## src/rtl/ppf_div.sv

```systemverilog
module ppf_div #(
    parameter int DW = 16,
    parameter int VW = 11
) (
    input  logic          i_clk,
    input  logic          i_rst_n,
    input  logic          i_start,
    input  logic [DW-1:0] i_dividend,
    input  logic [VW-1:0] i_divisor,
    output logic          o_done,
    output logic [DW-1:0] o_quotient,
    output logic [VW-1:0] o_remainder
);

    localparam int SC_W = $clog2(DW + 1);

    logic            r_busy;
    logic [SC_W-1:0] r_cnt;
    logic [DW-1:0]   r_quo;
    logic [VW-1:0]   r_rem;
    logic [VW-1:0]   r_div;
    logic [VW:0]     shifted;
    logic [VW:0]     trial;

    // One restoring step: shift in the next dividend bit, try the subtract
    assign shifted = {r_rem, r_quo[DW-1]};
    assign trial   = shifted - {1'b0, r_div};

    always_ff @(posedge i_clk) begin
        if (!i_rst_n) begin
            r_busy <= 1'b0;
            r_cnt  <= '0;
        end else if (i_start) begin
            r_busy <= 1'b1;
            r_cnt  <= SC_W'(DW);
        end else if (r_busy) begin
            if (r_cnt == '0) begin
                r_busy <= 1'b0;
            end else begin
                r_cnt <= r_cnt - 1'b1;
            end
        end
    end

    // Datapath registers
    always_ff @(posedge i_clk) begin
        if (i_start) begin
            r_quo <= i_dividend;
            r_rem <= '0;
            r_div <= i_divisor;
        end else if (r_busy && r_cnt != '0) begin
            if (!trial[VW]) begin
                r_rem <= trial[VW-1:0];
                r_quo <= {r_quo[DW-2:0], 1'b1};
            end else begin
                r_rem <= shifted[VW-1:0];
                r_quo <= {r_quo[DW-2:0], 1'b0};
            end
        end
    end

    assign o_done      = r_busy && (r_cnt == '0);
    assign o_quotient  = r_quo;
    assign o_remainder = r_rem;

endmodule

```

## config.mk

```make
export PLATFORM = sky130hd
export DESIGN_NAME = ppf_div
export DESIGN_NICKNAME = d
export VERILOG_FILES = /design/src/rtl/ppf_div.sv
export SDC_FILE = /design/constraint.sdc
export NUM_CORES = 1
export LEC_CHECK = 0
export BUFFER_PORTS_ARGS = -buffer_cell sky130_fd_sc_hd__buf_2
export CORE_ASPECT_RATIO = 1.4
export CORE_MARGIN = 4
export CORE_UTILIZATION = 50
export DETAILED_ROUTE_END_ITERATION = 8
export PLACE_DENSITY = 0.75
export SLEW_MARGIN = 20
export SYNTH_ARGS = -nofsm -noshare
export SYNTH_HDL_FRONTEND = slang
export SYNTH_SLANG_ARGS = --single-unit
export TNS_END_PERCENT = 30
```

## constraint.sdc

```tcl
create_clock -name i_clk -period 5.9 [get_ports i_clk]
set_input_delay 1.18 -clock i_clk [delete_from_list [all_inputs] [get_ports i_clk]]
set_output_delay 1.18 -clock i_clk [all_outputs]
set_load 0.005 [all_outputs]
```

# --- After elaboration in Yosys (flattened, before gate mapping) ---
# Cells that the tools add are included.
word_totals:
  regBits: 44
  in_bits: 30
  out_inout_bits: 28
  wordCells: 30
classes:
  addsub: 2
  n_eq_ne: 1
  muxes: 10
  bitwise_logic: 2
  n_reduce_logical: 9
ops:
  columns: ["op", "n"]
  rows:
  - ["$mux 16", 2]
  - ["$mux 5", 3]
  - ["$sub 12x11->12", 1]
  - ["$mux 11", 1]
  - ["$logic_not 5->1", 1]
  - ["$reduce_bool 5->1", 1]
  - ["$sub 5x1->5 const B", 1]
  - ["$mux 1", 4]
  - ["$reduce_and 2->1", 2]
  - ["$reduce_bool 2->1", 2]
  - ["$logic_and 1x1->1", 2]
  - ["$ne 2x2->1 const B", 1]
  - ["$not 1->1", 2]
  - ["$reduce_or 2->1", 1]

# --- Depth between registers and ports, before layout ---
depth:
  depth_word: 4
  mapped_depth: 10
  mapped_depth_nobuf: 10

# --- Least setup slack after synthesis ---
# OpenSTA, ideal clock, no wires.
synth_path:
  path_kind: "input to register"
  from: "in i_start"
  to: "reg r_quo[10], in the netlist o_quotient[10] (data pin)"
  setup_ps: 260
  t_arrival_ps: 2146
  t_required_ps: 5640
  slack_ps: 3494
  path_stages: 3
  n_path_buf: 2
  cell_sequence: "clkbuf_1 > clkbuf_1 > mux2_2"
synth_between:
  elab_chain_cells: 1
synth_lines:
  columns: ["element", "line_no", "rtl"]
  rows:
  - ["from (decl)", "7", "input logic i_start,"]
  - ["$mux 16", "47", "if (i_start) begin"]
  - ["to (signal assigned)", "48", "r_quo <= i_dividend;"]
  - ["to (signal assigned)", "54", "r_quo <= {r_quo[DW-2:0], 1'b1};"]
  - ["to (signal assigned)", "57", "r_quo <= {r_quo[DW-2:0], 1'b0};"]
  - ["to (decl)", "19", "logic [DW-1:0] r_quo;"]
# No other way between the ends.
# A chain may end at the register's enable or synchronous reset.

# --- Worst setup path in the final report ---
layout_path:
  from: "in i_start"
  to: "reg r_quo[1], in the netlist o_quotient[1], enable pin"
layout_between:
  elab_chain_cells: 1
layout_lines:
  columns: ["element"]
  rows:
  - ["$reduce_bool 2->1 (no line)"]
# No other way between the ends.

==> impl_metrics.env <==
export IMPL_drive_gt1_frac=0.299
export IMPL_dp_cells=328
export IMPL_cp_slowest_stage_delay_ns=0.70
export IMPL_vias=1906
export IMPL_rsz0062_at_grt="no"
export IMPL_outcome="finished clean"
export IMPL_hold_buffers=0
export IMPL_ir_worst_vdd_mv=0.166
export IMPL_startpoint_type="input port"
export IMPL_syn_nets=260
export IMPL_row_count=29
export IMPL_critPathTopFamily="simple AND/OR/NAND/NOR gates"
export IMPL_cts_setup_buffers=0
export IMPL_cts_root_buf="clkbuf_8"
export IMPL_wl_mm=5.19
export IMPL_clock_sink_count=44
export IMPL_grt_pass1_vias=1939
export IMPL_layout_commonest_cell="buf_2"
export IMPL_chipWidth_um=66.2
export IMPL_ys_async_sr_fraction=0
export IMPL_route_detailed_drc=0
export IMPL_slew_limit_headroom=0.395
export IMPL_hpwl_mm=3.74
export IMPL_synth_edf_count=27
export IMPL_final_cell_mix="buf_2, edfxtp_1, nor2_1"
export IMPL_fmax_mhz=377
export IMPL_nets=316
export IMPL_worstReg2RegStart="o_quotient[15]"
export IMPL_firstDrtPassIters=4
export IMPL_ff2ff_path_depth=10
export IMPL_max_slew_worst_pin_slew_ns=0.908
export IMPL_cp_cell_sequence="buf_2 > nand2b_1"
export IMPL_cts_resized=0
export IMPL_ys_ff_latch=44
export IMPL_syn_area_mm2=0.00237
export IMPL_seq_area_mm2=0.00115
export IMPL_ys_types=43
export IMPL_hold_depth=2
export IMPL_power_density_mw_per_mm2=266
export IMPL_vias_per_cell=5.67
export IMPL_syn_to_final_growth_pct=18.3
export IMPL_antenna_cells=0
export IMPL_fill_cells=415
export IMPL_die_h_um=89.5
export IMPL_track_usage=0.190
export IMPL_ys_warn_count=0
export IMPL_numCtsBuffers=5
export IMPL_leakagePower_uw=0.00120
export IMPL_fin_tns_setup_ns=0
export IMPL_cts_htree_levels=2
export IMPL_final_max_slew_violation_count=0
export IMPL_grt_pass1_wl_mm=8.52
export IMPL_ios=58
export IMPL_cp_buffers_inverters=1
export IMPL_cts_tree="done"
export IMPL_netlist_instances=217
export IMPL_drtIter0Drc=54
export IMPL_min_period_ns=2.65
export IMPL_path_clk_slew_ns=0.08
export IMPL_clkLatencyLatePin_ns=0.30
export IMPL_start_util=0.519
export IMPL_clockBufferDepth=2
export IMPL_wire_per_inst_um=15.5
export IMPL_setup_violations=0
export IMPL_hp_class="flop to flop"
export IMPL_antenna_found_initial=0
export IMPL_die_area_mm2=0.00593
export IMPL_ys_flop_type="edfxtp_1"
export IMPL_holdPathEnd="r_cnt[3]"
export IMPL_r2r_setup_slack_ns=3.26
export IMPL_hold_viol=0
export IMPL_ant_nets=0
export IMPL_maxCapViolCount=0
export IMPL_critPathCaptureType="flop"
export IMPL_seq_area_frac_synth=0.485
export IMPL_avgSynthCellArea_um2=10.9
export IMPL_port_buffers=57
export IMPL_worst_setup_path_type="input port to flop"
export IMPL_arrival_ns=2.58
export IMPL_instances_no_fill=336
export IMPL_overflow=0
export IMPL_crit_fanout=48
export IMPL_fin_skew_ns=0.00824
export IMPL_core_region_area_mm2=0.00457
export IMPL_required_ns=5.83
export IMPL_reg2reg_to="o_remainder[10]"
export IMPL_worstHoldStart="r_cnt[3]"
export IMPL_grt_max_degree=49
export IMPL_multi_input_area_mm2=0.00113
export IMPL_slowest_stage="nand2b_1"
export IMPL_period_share=0.450
export IMPL_gp_congestion=0.846
-- synth_stat cells, drive strengths merged, types with 2 or more instances --
cell type	number	share of area
nand3b	5	0.016
nand2	3	0.0047
o311a	2	0.0084
inv	15	0.024
nor2	21	0.033
nor3	7	0.015
and2	2	0.0053
o211ai	3	0.0095
a21oi	5	0.015
dfxtp	17	0.14
a21o	7	0.022
a211o	3	0.011
o21a	6	0.019
nand2b	2	0.0053
a311oi	6	0.025
o21ai	7	0.015
nor2b	3	0.0079
ha	12	0.063
or3	2	0.0053
clkbuf	8	0.013
xnor2	7	0.026
nand3	11	0.023
edfxtp	27	0.34
o2111ai	3	0.011
and3	3	0.010
a211oi	3	0.0095
mux2	15	0.071
-- routing by layer --
metal | global-route usage | part of all wire | up-vias
met5 | 0 | 0 | -
li1 | - | - | 926
met3 | 0.0403 | 0.052 | 12
met2 | 0.341 | 0.52 | 59
met1 | 0.215 | 0.41 | 909
met4 | 0.0813 | 0.022 | 0
-- worst max path at each step --
stage / startpoint / end / slack (ns) / cells past startpoint
floorplan: i_start / o_quotient[10] / 3.49 / 3
global placement: i_start / o_quotient[8] / 2.94 / 2
detailed placement: i_start / o_quotient[7] / 2.89 / 2
CTS: i_start / o_quotient[1] / 3.23 / 2
global route: o_quotient[15] / o_remainder[10] / 3.05 / 10
finish: i_start / o_quotient[1] / 3.25 / 2
-- per-stage QoR --
| step | worst slack (ns) | power [uW] | instance area, um^2 | hold WS (ns) | utilization |
|---|---|---|---|---|---|
| final | 3.25 | 747 | 2810 | 0.536 | 0.615 |
| after global routing | 3.05 | 787 | 2810 | 0.589 | 0.615 |
| after CTS | 3.23 | 750 | 2810 | 0.541 | 0.615 |
| after detailed placement | 2.89 | 526 | 2700 | 0.515 | 0.591 |
| after global placement | 2.94 | 523 | 2700 | 0.495 | 0.591 |
| after floorplan | 3.49 | 476 | 2370 | 0.484 | - |
-- kinds of logic after synthesis --
kind of cell,count (synthesis),synth area share
and+or+nand+nor,61,0.132
AOI/OAI and AO/OA,52,0.170
buffers and inverters,24,0.0411
xor gates and xnor gates,8,0.0295
adders and majority gates,13,0.0717
DFF,44,0.485
muxes,15,0.0711
-- area by class of cell --
cell class	instances	share of cell area
Tap cell	62	0.0276
Sequential cell	44	0.410
Clock inverter	3	0.0134
Multi-Input combinational cell	149	0.401
Inverter	15	0.0200
Clock buffer	5	0.0245
Timing Repair Buffer	58	0.104
-- sequential cells by signal (all words and copies together) (netlist names) --
register	flops
o_quotient	16
o_remainder	11
r_div	11
r_cnt	5
r_busy	1
-- where the power goes --
part           total (uW)  switching [uW]  internal [uW]  leakage (uW)
clock                 227             103            123     0.0000532
combinational         150            79.9           70.2      0.000747
sequential            370            15.5            355      0.000405
total                 747             199            548       0.00120
(Power assumes the default switching activity.)
