<file path="src/rtl/ppf_pkg.sv">
package ppf_pkg;

    // Field widths
    localparam int DATA_W      = 16;
    localparam int ID_W        = 8;
    localparam int IDX_OUT_W   = 10;
    localparam int AREA_W      = 27;
    localparam int AMP_W       = 17;
    localparam int IN_TDATA_W  = 24;
    localparam int OUT_TDATA_W = 112;

    // Defaults
    localparam int MAX_SAMPLES_DEF = 1024;
    localparam logic [DATA_W-1:0] THR_RESET = 16'd100;

    // Area saturation limits
    localparam int AREA_MAX = 67108863;
    localparam int AREA_MIN = -67108864;

    // Accumulator control from the sequencer
    typedef struct packed {
        logic clear;
        logic valid;
    } t_acc_ctl;

endpackage

</file>
<file path="src/rtl/ppf_accum.sv">
module ppf_accum #(
    parameter int AW = 10,
    parameter int CW = 11
) (
    input  logic                          i_clk,
    input  ppf_pkg::t_acc_ctl             i_ctl,
    input  logic [AW-1:0]                 i_idx,
    input  logic [ppf_pkg::DATA_W-1:0]    i_x,
    input  logic [ppf_pkg::DATA_W-1:0]    i_b,
    input  logic [ppf_pkg::DATA_W-1:0]    i_thr,
    output logic [ppf_pkg::AREA_W-1:0]    o_area,
    output logic [ppf_pkg::DATA_W-1:0]    o_level,
    output logic [ppf_pkg::IDX_OUT_W-1:0] o_pidx,
    output logic [ppf_pkg::DATA_W-1:0]    o_bkg,
    output logic [ppf_pkg::AMP_W-1:0]     o_amp,
    output logic                          o_pfound,
    output logic [ppf_pkg::IDX_OUT_W-1:0] o_cidx,
    output logic                          o_cfound
);

    localparam int DW    = ppf_pkg::DATA_W;
    localparam int ACC_W = DW + 1 + CW;
    localparam int SW    = ((ACC_W > ppf_pkg::AREA_W) ? ACC_W : ppf_pkg::AREA_W) + 1;
    localparam logic signed [SW-1:0] SAT_HI = SW'(ppf_pkg::AREA_MAX);
    localparam logic signed [SW-1:0] SAT_LO = SW'(ppf_pkg::AREA_MIN);

    logic signed [ACC_W-1:0] r_area;
    logic [DW-1:0]           r_level;
    logic [DW-1:0]           r_bkg;
    logic [AW-1:0]           r_pidx;
    logic                    r_pfound;
    logic [AW-1:0]           r_cidx;
    logic                    r_cfound;
    logic signed [DW:0]      diff;
    logic                    above_thr;
    logic signed [SW-1:0]    area_ext;

    assign diff      = $signed({1'b0, i_x}) - $signed({1'b0, i_b});
    assign above_thr = {2'b00, i_x} > ({2'b00, i_b} + {2'b00, i_thr});

    // Per-sample update of area, peak and crossing
    always_ff @(posedge i_clk) begin
        if (i_ctl.clear) begin
            r_area   <= '0;
            r_level  <= '0;
            r_bkg    <= '0;
            r_pidx   <= '0;
            r_pfound <= 1'b0;
            r_cidx   <= '0;
            r_cfound <= 1'b0;
        end else if (i_ctl.valid) begin
            r_area <= r_area + ACC_W'(diff);
            if (i_x > r_level) begin
                r_level  <= i_x;
                r_bkg    <= i_b;
                r_pidx   <= i_idx;
                r_pfound <= 1'b1;
            end
            if (!r_cfound && above_thr) begin
                r_cfound <= 1'b1;
                r_cidx   <= i_idx;
            end
        end
    end

    // Saturate area to the output range
    assign area_ext = SW'(r_area);
    always_comb begin
        if (area_ext > SAT_HI) begin
            o_area = ppf_pkg::AREA_W'(SAT_HI);
        end else if (area_ext < SAT_LO) begin
            o_area = ppf_pkg::AREA_W'(SAT_LO);
        end else begin
            o_area = ppf_pkg::AREA_W'(area_ext);
        end
    end

    assign o_level  = r_level;
    assign o_bkg    = r_bkg;
    assign o_pidx   = ppf_pkg::IDX_OUT_W'(r_pidx);
    assign o_amp    = ppf_pkg::AMP_W'($signed({1'b0, r_level}) - $signed({1'b0, r_bkg}));
    assign o_pfound = r_pfound;
    assign o_cidx   = ppf_pkg::IDX_OUT_W'(r_cidx);
    assign o_cfound = r_cfound;

endmodule

</file>
<file path="config.mk">
export PLATFORM = sky130hd
export DESIGN_NAME = ppf_accum
export DESIGN_NICKNAME = d
export VERILOG_FILES = /design/src/rtl/ppf_pkg.sv /design/src/rtl/ppf_accum.sv
export SDC_FILE = /design/constraint.sdc
export NUM_CORES = 1
export LEC_CHECK = 0
export BUFFER_PORTS_ARGS = -buffer_cell sky130_fd_sc_hd__buf_2
export CELL_PAD_IN_SITES_DETAIL_PLACEMENT = 0
export CELL_PAD_IN_SITES_GLOBAL_PLACEMENT = 1
export CORE_MARGIN = 4
export CORE_UTILIZATION = 45
export DETAILED_ROUTE_END_ITERATION = 7
export PLACE_DENSITY_LB_ADDON = 0.25
export SETUP_SLACK_MARGIN = 0.1
export SYNTH_ARGS = -nofsm -noshare
export SYNTH_HDL_FRONTEND = slang
export SYNTH_SLANG_ARGS = --single-unit
</file>
<file path="constraint.sdc">
create_clock -name i_clk -period 9.3 [get_ports i_clk]
set_input_delay 0.465 -clock i_clk [delete_from_list [all_inputs] [get_ports i_clk]]
set_output_delay 0.465 -clock i_clk [all_outputs]
set_load 0.03 [all_outputs]
</file>
Yosys cells after proc, flatten, opt, wreduce, memory -nomap -nowiden
Index checks and enable logic that the tools add are counted.
{ "totals": {"reg_bits": 82, "input_bits": 61, "elab_cells": 21} }
{ "classes": {"addsub": 4, "order_cmp": 4, "mux": 2, "n_reduce_logical": 4} }
{ "op_table": {"columns": ["operator", "n"], "rows": [
  ["27-bit two-way mux", 2],
  ["16-bit by 16-bit subtractor with 17-bit output", 2],
  ["28-bit by 17-bit adder with 28-bit output", 1],
  ["28-bit by 27-bit greater-than comparator with 1-bit output, second input constant", 1],
  ["28-bit by 27-bit < comparator with 1-bit output, second input constant", 1],
  ["16-bit by 16-bit adder with 17-bit output", 1],
  ["16-bit by 17-bit greater-than comparator with 1-bit output", 1],
  ["16-bit greater-than comparator", 1],
  ["2-bit AND reduction", 2],
  ["1-bit logical AND", 1],
  ["1-bit logical NOT", 1]
]} }

Longest topological paths before layout
Gate-level depths: netlist of run 1.
{ "logic_depth": {"depth_word": 4, "ltp_mapped": 20, "mapped_depth_nobuf": 19} }

Worst setup path before layout of run 1
OpenSTA, ideal clock, no wires.
{ "synth_timing": {"kind": "input to register", "from": "input port i_x[0] (netlist name)", "to": "register r_area[26]", "setup_time_ps": 134, "t_arrival_ps": 4247, "required_time_ps": 9166, "path_slack_ps": 4919, "stages": 16, "path_cell_list": "inv_1 ha_1 fa_1 nor2b_1 o31a_1 o2111ai_1 a31oi_1 a31oi_1 ha_1 a41o_1 a31oi_2 a311oi_2 a31oi_1 o21ai_2 and4bb_1 or4_1"} }
{ "synth_between": {"elab_chain_cells": 2} }
{ "synth_lines": {"columns": ["item", "line_no", "text"], "rows": [
  ["start: declaration", "ppf_accum.sv:8", "input logic [ppf_pkg::DATA_W-1:0] i_x,"],
  ["16-bit by 16-bit subtractor with 17-bit output", "ppf_accum.sv:38", "assign diff = $signed({1'b0, i_x}) - $signed({1'b0, i_b});"],
  ["28-bit by 17-bit adder with 28-bit output", "ppf_accum.sv:52", "r_area <= r_area + ACC_W'(diff);"],
  ["end signal: assignment", "ppf_accum.sv:52", null],
  ["end: declaration", "ppf_accum.sv:27", "logic signed [ACC_W-1:0] r_area;"]
]} }
No other way between the ends.
A chain may end at the register's enable or synchronous reset.

Worst setup path after layout of run 1
{ "layout_timing": {"from": "input port i_b[1] (netlist name)", "to": "register r_area[26]"} }
{ "layout_between": {"elab_chain_cells": 2} }
{ "layout_lines": {"columns": ["item", "line_no", "text"], "rows": [
  ["start: declaration", "ppf_accum.sv:9", "input logic [ppf_pkg::DATA_W-1:0] i_b,"],
  ["16-bit by 16-bit subtractor with 17-bit output", "ppf_accum.sv:38", null],
  ["28-bit by 17-bit adder with 28-bit output", "ppf_accum.sv:52", null]
]} }
No other way between the ends.

==> results of run 1 <==
## flip-flops by register name (all words and copies together) (netlist names)
name and count:
o_pfound 1, o_level 16, r_area 28, o_cidx 10, o_pidx 10, o_bkg 16, o_cfound 1
## routing by layer
layer	routed length [um]	vias to the layer above
met2	9370	156
li1	-	3808
met4	223	0
met3	1060	19
met5	0	-
met1	10800	3350
## report_power, final
part           total (uW)  switching (uW)  internal, uW
registers             497            83.4           413
logic                1330             828           506
clock network         371             180           192
total                2200            1090          1110
## cells in the mapped netlist (all sizes together) (10+ instances only)
| master | count |
|---|---|
| xnor2 | 38 |
| buf | 11 |
| nand2 | 57 |
| clkbuf | 27 |
| xor2 | 15 |
| nand3 | 15 |
| o21ai | 60 |
| nand2b | 102 |
| a21o | 31 |
| nor2b | 10 |
| o21bai | 11 |
| a211oi | 11 |
| dfxtp | 82 |
| nand4 | 10 |
| a21oi | 52 |
| o21a | 12 |
| a31oi | 12 |
| inv | 77 |
| nor3 | 22 |
| nor2 | 82 |
| ha | 107 |
| mux2i | 66 |
## cell families after synthesis
family          count (synthesis)
mux                            69
flops                          82
buf+inv                       115
xor+xnor                       53
fa+ha+maj                     111
compound gates                229
simple gates                  344
## worst max path at each step
| stage | to | slack (ns) | cells after the start | startpoint |
|---|---|---|---|---|
| 6_report | r_area[26]$_SDFFE_PP0P_ | 4.77 | 19 | i_b[1] |
| 3_5_place_dp | r_area[26]$_SDFFE_PP0P_ | 4.41 | 19 | i_b[1] |
| 3_3_place_gp | r_area[26]$_SDFFE_PP0P_ | 4.46 | 19 | i_b[1] |
| 4_1_cts | r_area[26]$_SDFFE_PP0P_ | 4.78 | 19 | i_b[1] |
| 2_1_floorplan | r_area[26]$_SDFFE_PP0P_ | 4.92 | 16 | i_x[0] |
| 5_1_grt | r_area[26]$_SDFFE_PP0P_ | 4.33 | 19 | i_b[1] |
## critical path, stage by stage
cell and delay (ns):
buf_2 0.15, inv_1 0.06, ha_1 0.26, nor2b_1 0.12
o21ai_0 0.21, a21boi_0 0.16, o21ai_0 0.40, a211oi_1 0.16
o31ai_1 0.43, o211ai_1 0.17, ha_1 0.36, and3_1 0.24
and4_4 0.27, nand4_4 0.11, a311oi_2 0.31, a31oi_1 0.15
o21ai_2 0.14, nor4_1 0.06, or4_1 0.52
## cell usage in the layout, fill, tap and decap left out, types with 4 or more instances in the layout
master and count:
buf_2 157, ha_1 107, nand2b_1 102, nor2_1 82, dfxtp_1 82, inv_1 77
mux2i_1 66, nand2_1 57, a21oi_1 52, o21ai_0 49, xnor2_1 38, a21o_1 31
nor3_1 22, nand3_1 15, xor2_1 15, o21a_1 12, a211oi_1 11, o21bai_1 11
nor2b_1 10, a31oi_1 10, o21ai_1 9, nand4_1 9, clkbuf_16 9, o211ai_1 7
buf_4 7, and2_1 5, nand3b_1 5, nor3b_1 5, a31o_2 4, nor4b_1 4
fa_1 4
## layout make-up
cell class	count	area, um2
inverter	77	289
sequential	82	1640
timing repair buffer	164	838
fill	1704	8100
multi-input combinational	806	5910
clock buffer	9	225
tap	225	282
clock inverter	7	76.3
## stage by stage
step,setup WS [ns],hold WS (ns),total power (uW),area (um2)
floorplan,4.92,0.477,1520,8020
CTS,4.78,0.379,2220,9260
detailed placement,4.41,0.462,1840,8960
global placement,4.46,0.456,1830,8960
finish,4.77,0.394,2200,9260
global route,4.33,0.398,2380,9260
==> results.yml, run 1 <==
outcome:
  status: "complete, no violations"
setup_path:
  startpoint_type: "input pin"
  critical_path_arrival_ns: 4.75
  rr_worst_depth: 10
  cp-end-kind: "flop"
  crit_fanout: 5
  critPathKind: "in -> reg"
  r2r-start: "r_area[0]$_SDFFE_PP0P_"
  rrSetupSlack_ns: 6.35
  crit_required_ns: 9.53
  timing.rr.end: "r_area[26]$_SDFFE_PP0P_"
sta:
  setup_violations: 0
  maxClockFrequency_mhz: 221
  fin_crit_ns: 4.53
  tightest_slew_ns: 0.935
  finalHoldViolCount: 0
  skew_ns: 0.00933
  finalCritPeriodShare_pct: 48.7
  slew_headroom_pct: 37.6
  slew_violations: 0
  tns_ns: 0
  rsz0062_at_grt: "no"
placement:
  portBuffers: 158
  dpl.hpwl_um: 17100
  place.gp.congestion: 0.904
  dp_cells: 1354
grt:
  antenna_found_initial: 0
  gr-usage-met2_pct: 33.1
  grt_pass1_wl_um: 34800
  overflow: 0
  grt_pass1_vias: 6787
  grt_util_all_layers_pct: 21.2
  grt_use_met1_pct: 30.8
  grt_max_degree: 98
  met3_usage_pct: 3.34
  gr-max-usage-layer: "met2"
pwr:
  power.density_nw_per_um2: 238
  p_leak_uw: 0.00443
  peakVddDrop_mv: 0.189
yosys:
  synth_top_family_by_area: "simple AND/OR/NAND/NOR gates"
  synth_top_area_cell: "dfxtp_1"
  synth_area_leaders: "dfxtp_1 20%, ha_1 17%, mux2i_1 8.2%"
  synth-main-ff-cell: "dfxtp_1"
  async_flop_share_pct: 0
  ys_seq_elements: 82
  synth_simple_gate_area_share_pct: 22.9
  synth-adder-area-share_pct: 17.7
  ys_seq_area_share_pct: 20.5
  synth.avg_cell_area_um2: 7.99
  yosys_warnings: 0
  synth-compound-area-share_pct: 18.6
  syn-cell-area_um2: 8020
  synth_top_area_share_pct: 20.5
  synthDistinctLibCells: 75
  synth_xor_area_share_pct: 5.79
  synthMuxAreaShare_pct: 8.66
  synth_cells: 1003
  synth_edf_count: 0
  syn-num-nets: 1175
drt:
  drc: 0
  wire_per_inst_um: 15.7
  via_per_inst: 5.35
  ant_nets: 0
  drt_wl_total_um: 21500
  drt_iter0_drc: 364
  num_vias: 7333
  dr.pass1.iters: 5
clock_network:
  clk_latency_ns: 0.36
  cts_sinks: 82
  clk_path_buf_depth: 2
  postCtsHoldBufs: 0
  cts_tree: "built"
  htreeDepth: 3
  clk_pin_slew_ns: 0.07
  root_buffer: "clkbuf_16"
  postCtsSetupRepairBufs: 0
  numCtsBuffers: 9
  ctsResizeCount: 0
floorplanning:
  die_x_um: 141
  start_util_pct: 46.2
  rows: 48
  io_pins: 159
  core_area_um2: 17400
  die-area_um2: 20000
  die_h_um: 141
hold_path:
  hp-class: "in -> reg"
  hold_depth: 3
  min_from: "i_idx[5]"
  holdPathEnd: "o_cidx[5]$_SDFFE_PP0P_"
layout:
  drive_gt1_share_pct: 17.5
  nets: 1312
  num_antenna_cells: 0
  syn2layout_area_growth_pct: 15.5
  final_cells: 1370
  fin_util_pct: 53.3
flow_run:
  cap_violations: 0
Power figures use the tool's default switching activity.
==> run 2: changes to the inputs <==
- ABC_AREA: default -> 1
- CORE_UTILIZATION: 45 -> 36
- clock period: 9.3 -> 3.78 ns (I/O delays scaled with it)
==> run 2 against run 1 <==
Non-clock buffer count shrank 1. Worst hold slack lost 0.27 ns. Utilization shrank 11 points. Total power grew 110%. Final cell count grew 19%. Design area shrank 0.26%. Critical endpoint is now r_area[23]$_SDFFE_PP0P_. Via count grew 11%. Die area grew 22%. Largest power group unchanged. Clock power grew to 2.5 times the previous value.
==> results.yml, run 2 <==
outcome:
  status: "complete, no violations"
floorplanning:
  die-area_um2: 24500
  core_area_um2: 21800
  io_pins: 159
  die_x_um: 156
  die_h_um: 156
  start_util_pct: 36.5
  rows: 54
layout:
  final_cell_mix: "235 x nand2_1, 177 x inv_1, 160 x a21oi_1"
  nets: 1524
  num_antenna_cells: 0
  finalInstanceArea_um2: 9240
  syn2layout_area_growth_pct: 16.5
  top_register: "r_area"
  drive_gt1_share_pct: 14.9
  final_cells: 1637
  n_fill_cell: 2418
  largest_reg_flops: 28
  layout_commonest_cell: "nand2_1"
placement:
  portBuffers: 158
  place_area_um2: 8930
  dp_cells: 1621
  dp_slack_ns: 0.146
  dpl.hpwl_um: 20700
  place.gp.congestion: 0.912
sta:
  slew_violations: 0
  slew_headroom_pct: 43.2
  tns_ns: 0
  maxClockFrequency_mhz: 303
  skew_ns: 0.00810
  finalHoldViolCount: 0
  finalCritPeriodShare_pct: 87.2
  rsz0062_at_grt: "no"
  layout_setup_ws_ns: 0.484
  tightest_slew_ns: 0.848
  fin_crit_ns: 3.30
  setup_violations: 0
yosys:
  syn-cell-area_um2: 7930
  async_flop_share_pct: 0
  synthDistinctLibCells: 44
  ys_seq_elements: 82
  synth_top_area_cell: "dfxtp_1"
  synth_cells: 1213
  ys_seq_area_share_pct: 20.7
  syn-num-nets: 1385
  synth_top_area_share_pct: 20.7
  synth_edf_count: 0
  yosys_warnings: 0
  synthTopCellsByCount: "235 x nand2_1, 177 x inv_1, 160 x a21oi_1"
  synth.avg_cell_area_um2: 6.54
  yosysMostFrequentCell: "nand2_1"
  synth_area_leaders: "dfxtp_1 21%, ha_1 17%, nand2_1 11%"
  synth-main-ff-cell: "dfxtp_1"
drt:
  via_per_inst: 4.98
  dr.max_layer_used: "met4"
  drt_iter0_drc: 580
  drt_wl_total_um: 25600
  wl_met2_um: 11000
  wl_met1_um: 13000
  ant_nets: 0
  dr.pass1.iters: 5
  drc: 0
  dr_wl_met3_um: 1340
  wire_per_inst_um: 15.6
  num_vias: 8157
setup_path:
  rrSetupSlack_ns: 1.20
  startpoint_type: "input pin"
  rr_worst_depth: 9
  r2r-start: "o_level[15]$_SDFFE_PP0P_"
  cp-end-kind: "flop"
  critPathMaxStageDelay_ns: 0.41
  crit_fanout: 5
  critPathKind: "in -> reg"
  critical_path_arrival_ns: 3.54
  timing.rr.end: "o_bkg[13]$_SDFFE_PP0P_"
  worst_path_max_delay_cell: "fa_1"
  crit_required_ns: 4.02
  crit_chain: "buf_2 -> inv_1 -> ha_1 -> fa_1 -> o21ai_2 -> nand2_1 -> nand2_1 -> nand3_1 -> nor2_1 -> nor2_1 -> o21ai_1 -> xor2_1 -> ha_1 -> nand2_1 -> nor2_1 -> inv_1 -> nor3_1 -> nand3_1 -> nand4_1 -> nand3_1 -> o211ai_1 -> inv_1"
flow_run:
  cap_violations: 0
pwr:
  total_power_uw: 4530
  power.density_nw_per_um2: 491
  peakVddDrop_mv: 0.232
  p_leak_uw: 0.00481
clock_network:
  postCtsSetupRepairBufs: 0
  htreeDepth: 3
  postCtsHoldBufs: 0
  clk_pin_slew_ns: 0.07
  numCtsBuffers: 9
  cts_sinks: 82
  root_buffer: "clkbuf_16"
  clk_latency_ns: 0.35
  ctsResizeCount: 0
  clk_path_buf_depth: 2
  cts_tree: "built"
hold_path:
  hp-class: "in -> reg"
  holdPathEnd: "o_pidx[5]$_SDFFE_PP0P_"
  min_from: "i_idx[5]"
  hold_depth: 3
grt:
  grt_pass1_vias: 7842
  grt_util_all_layers_pct: 20.7
  antenna_found_initial: 0
  grt_max_degree: 67
  overflow: 0
  grt_pass1_wl_um: 41300
## run 2: cell count changes after synthesis, moves of 13 or more
cell      previous run  this run
nand2b_1           102         0
inv_1               77       177
nand2_1             57       235
xnor2_1             38        21
o21ai_0             49        83
nand3_1             15        85
mux2i_1             66         0
a21o_1              31         8
xor2_1              15        32
nor2_1              82        95
a21oi_1             52       160
## run 2: final cells by class
class | count | area [um2] | share of cell area, %
Clock buffer | 9 | 225 | 2.44
Clock inverter | 7 | 75.1 | 0.813
Inverter | 179 | 672 | 7.28
Multi-Input combinational cell | 917 | 5440 | 58.9
Sequential cell | 82 | 1640 | 17.8
Tap cell | 280 | 350 | 3.79
Timing Repair Buffer | 163 | 828 | 8.97
## run 2: worst max-delay path by stage
stage,startpoint,to,slack (ns)
4_1_cts,i_x[0],r_area[23]$_SDFFE_PP0P_,0.52
2_1_floorplan,i_x[0],r_area[27]$_SDFFE_PP0P_,0.74
6_report,i_x[0],r_area[23]$_SDFFE_PP0P_,0.48
3_3_place_gp,i_x[0],r_area[27]$_SDFFE_PP0P_,0.15
5_1_grt,i_x[0],r_area[27]$_SDFFE_PP0P_,0.12
3_5_place_dp,i_x[0],r_area[23]$_SDFFE_PP0P_,0.15
## run 2: per-layer routing
metal  up-vias  GRT usage [%]
met5         -              0
met3        13           3.87
met4         0           2.81
met1      3657           30.2
li1       4307              -
met2       180           32.5
## run 2: critical path: cells and delay by family
| kind | cells | cell delay [ns] |
|---|---|---|
| XOR/XNOR | 1 | 0.09 |
| buffers and inverters | 4 | 0.29 |
| AO/OA/AOI/OAI | 3 | 0.46 |
| adder cells (fa/ha/maj) | 3 | 0.98 |
| AND/OR/NAND/NOR | 11 | 1.52 |
## run 2: power breakdown
| group | internal [uW] | switching, uW |
|---|---|---|
| clock | 521 | 416 |
| combinational | 815 | 1730 |
| sequential | 967 | 80.2 |
| total | 2300 | 2230 |
## run 2: per-stage QoR
step	utilization, %	hold WS [ns]
6_report	42.4	0.120
5_1_grt	42.4	0.124
4_1_cts	42.4	0.107
3_5_place_dp	41.1	0.442
3_3_place_gp	41.1	0.438
2_1_floorplan	-	0.353
## run 2: logic make-up after synthesis
kind of cell | share of synthesized area [%]
adders and majority gates | 17.9
and+or+nand+nor | 24.6
buffers and inverters | 10.8
AOI/OAI and AO/OA | 20.2
xor gates and xnor gates | 5.85
DFF | 20.7
==> run 3: changes to the inputs <==
- MAX_ROUTING_LAYER: default -> met4
==> run 3 against run 2 <==
Utilization rose by 0.48 points. Global-route usage grew 1.1 points. Clock power is 5.2% lower. Die area is the same. Register-to-register slack improved by 0.02 ns. Critical path depth did not move. First-iteration DRC count down 19%. Via count increased by 1.8%. Non-clock buffer count up 14. Largest power group unchanged.
==> results.yml, run 3 (synthesized netlist as in run 2, its figures left out) <==
outcome:
  status: "complete, no violations"
sta:
  finalCritPeriodShare_pct: 89.0
  setup_violations: 0
  slew_headroom_pct: 43.1
  slew_violations: 0
  skew_ns: 0.0101
  tns_ns: 0
  fin_hold_ws_ns: 0.118
  rsz0062_at_grt: "no"
  maxClockFrequency_mhz: 297
  finalHoldViolCount: 0
  fin_crit_ns: 3.36
  tightest_slew_ns: 0.851
drt:
  drt_iter0_drc: 471
  via_per_inst: 5.03
  drt_wl_total_um: 26000
  wire_per_inst_um: 15.8
  drc: 0
  num_vias: 8303
  ant_nets: 0
  dr.pass1.iters: 5
grt:
  grt_pass1_vias: 8016
  grt_util_all_layers_pct: 21.8
  antenna_found_initial: 0
  grt_max_degree: 67
  overflow: 0
  grt_pass1_wl_um: 42100
layout:
  final_cells: 1651
  layout_commonest_cell: "nand2_1"
  syn2layout_area_growth_pct: 17.8
  largest_reg_flops: 28
  final_cell_mix: "235 x nand2_1, 176 x inv_1, 160 x a21oi_1"
  num_antenna_cells: 0
  drive_gt1_share_pct: 16.0
  top_register: "r_area"
  nets: 1538
hold_path:
  hp-class: "in -> reg"
  min_from: "i_idx[8]"
placement:
  dpl.hpwl_um: 21100
  portBuffers: 158
  dp_cells: 1628
  place.gp.congestion: 0.924
clock_network:
  cts_sinks: 82
  htreeDepth: 3
  numCtsBuffers: 9
  cts_tree: "built"
  postCtsHoldBufs: 0
  clk_pin_slew_ns: 0.07
  clk_latency_ns: 0.35
  root_buffer: "clkbuf_16"
  clk_path_buf_depth: 2
floorplanning:
  die-area_um2: 24500
  die_h_um: 156
  io_pins: 159
  core_area_um2: 21800
  die_x_um: 156
  rows: 54
  start_util_pct: 36.5
setup_path:
  crit_fanout: 7
  critical_path_arrival_ns: 3.61
  cp-end-kind: "flop"
  critPathLaunch: "i_x[0]"
  startpoint_type: "input pin"
  r2r-start: "o_level[15]$_SDFFE_PP0P_"
  crit_required_ns: 4.03
  critPathKind: "in -> reg"
pwr:
  power.density_nw_per_um2: 487
  p_leak_uw: 0.00486
  peakVddDrop_mv: 0.214
flow_run:
  cap_violations: 0
-- run 3: critical path, cell delays in order --
cell	delay (ns)
buf_2	0.10
inv_1	0.05
ha_1	0.21
fa_1	0.42
o21ai_2	0.22
nand2_1	0.07
nand2_1	0.14
nand3_1	0.09
nand2_1	0.16
clkinvlp_4	0.22
buf_2	0.23
buf_4	0.14
ha_1	0.28
inv_1	0.08
nor3_2	0.23
nand2_1	0.13
nor3_1	0.14
nand2_1	0.13
nand3_1	0.10
nand2_1	0.05
o21ai_0	0.16
inv_1	0.05
-- run 3: repair_timing --
item,CTS,global route
buffers inserted,0,7
setup endpoints to repair,0,1
resized for setup,0,4
-- run 3: layout make-up --
cell class	instances	area (um2)
Clock buffer	10	239
Clock inverter	6	50.0
Fill cell	2436	12400
Inverter	179	676
Multi-Input combinational cell	917	5450
Sequential cell	82	1640
Tap cell	280	350
Timing Repair Buffer	177	931
-- run 3: per-stage QoR --
stage | worst slack [ns] | util, % | area [um2] | total power, uW
5_1_grt | 0.0847 | 42.9 | 9340 | 4940
6_report | 0.418 | 42.9 | 9340 | 4550
4_1_cts | 0.526 | 42.6 | 9280 | 4560
2_1_floorplan | 0.743 | - | 7930 | 2940
3_5_place_dp | 0.191 | 41.3 | 8990 | 3650
3_3_place_gp | 0.182 | 41.3 | 8990 | 3660
-- run 3: routing by layer --
layer / GRT usage (%) / share of wire, % / up-vias / wire, um
met5: - / 0 / - / 0
met4: 3.35 / 0.72 / 0 / 187
met3: 2.96 / 4.8 / 13 / 1250
met2: 33.1 / 43 / 206 / 11200
met1: 31.4 / 52 / 3754 / 13400
li1: - / - / 4330 / -
-- run 3: worst paths after layout --
path,to,slack (ns),cells after the start
max reg2reg,o_level[11]$_SDFFE_PP0P_,1.22,9
min reg2reg,o_pfound$_SDFFE_PP0P_,0.46,2
min,o_pidx[8]$_SDFFE_PP0P_,0.12,3
max,r_area[26]$_SDFFE_PP0P_,0.42,22
-- run 3: power by group --
group | switching, uW | total [uW] | internal, uW
clock | 415 | 888 | 472
combinational | 1760 | 2610 | 849
sequential | 81.4 | 1050 | 967
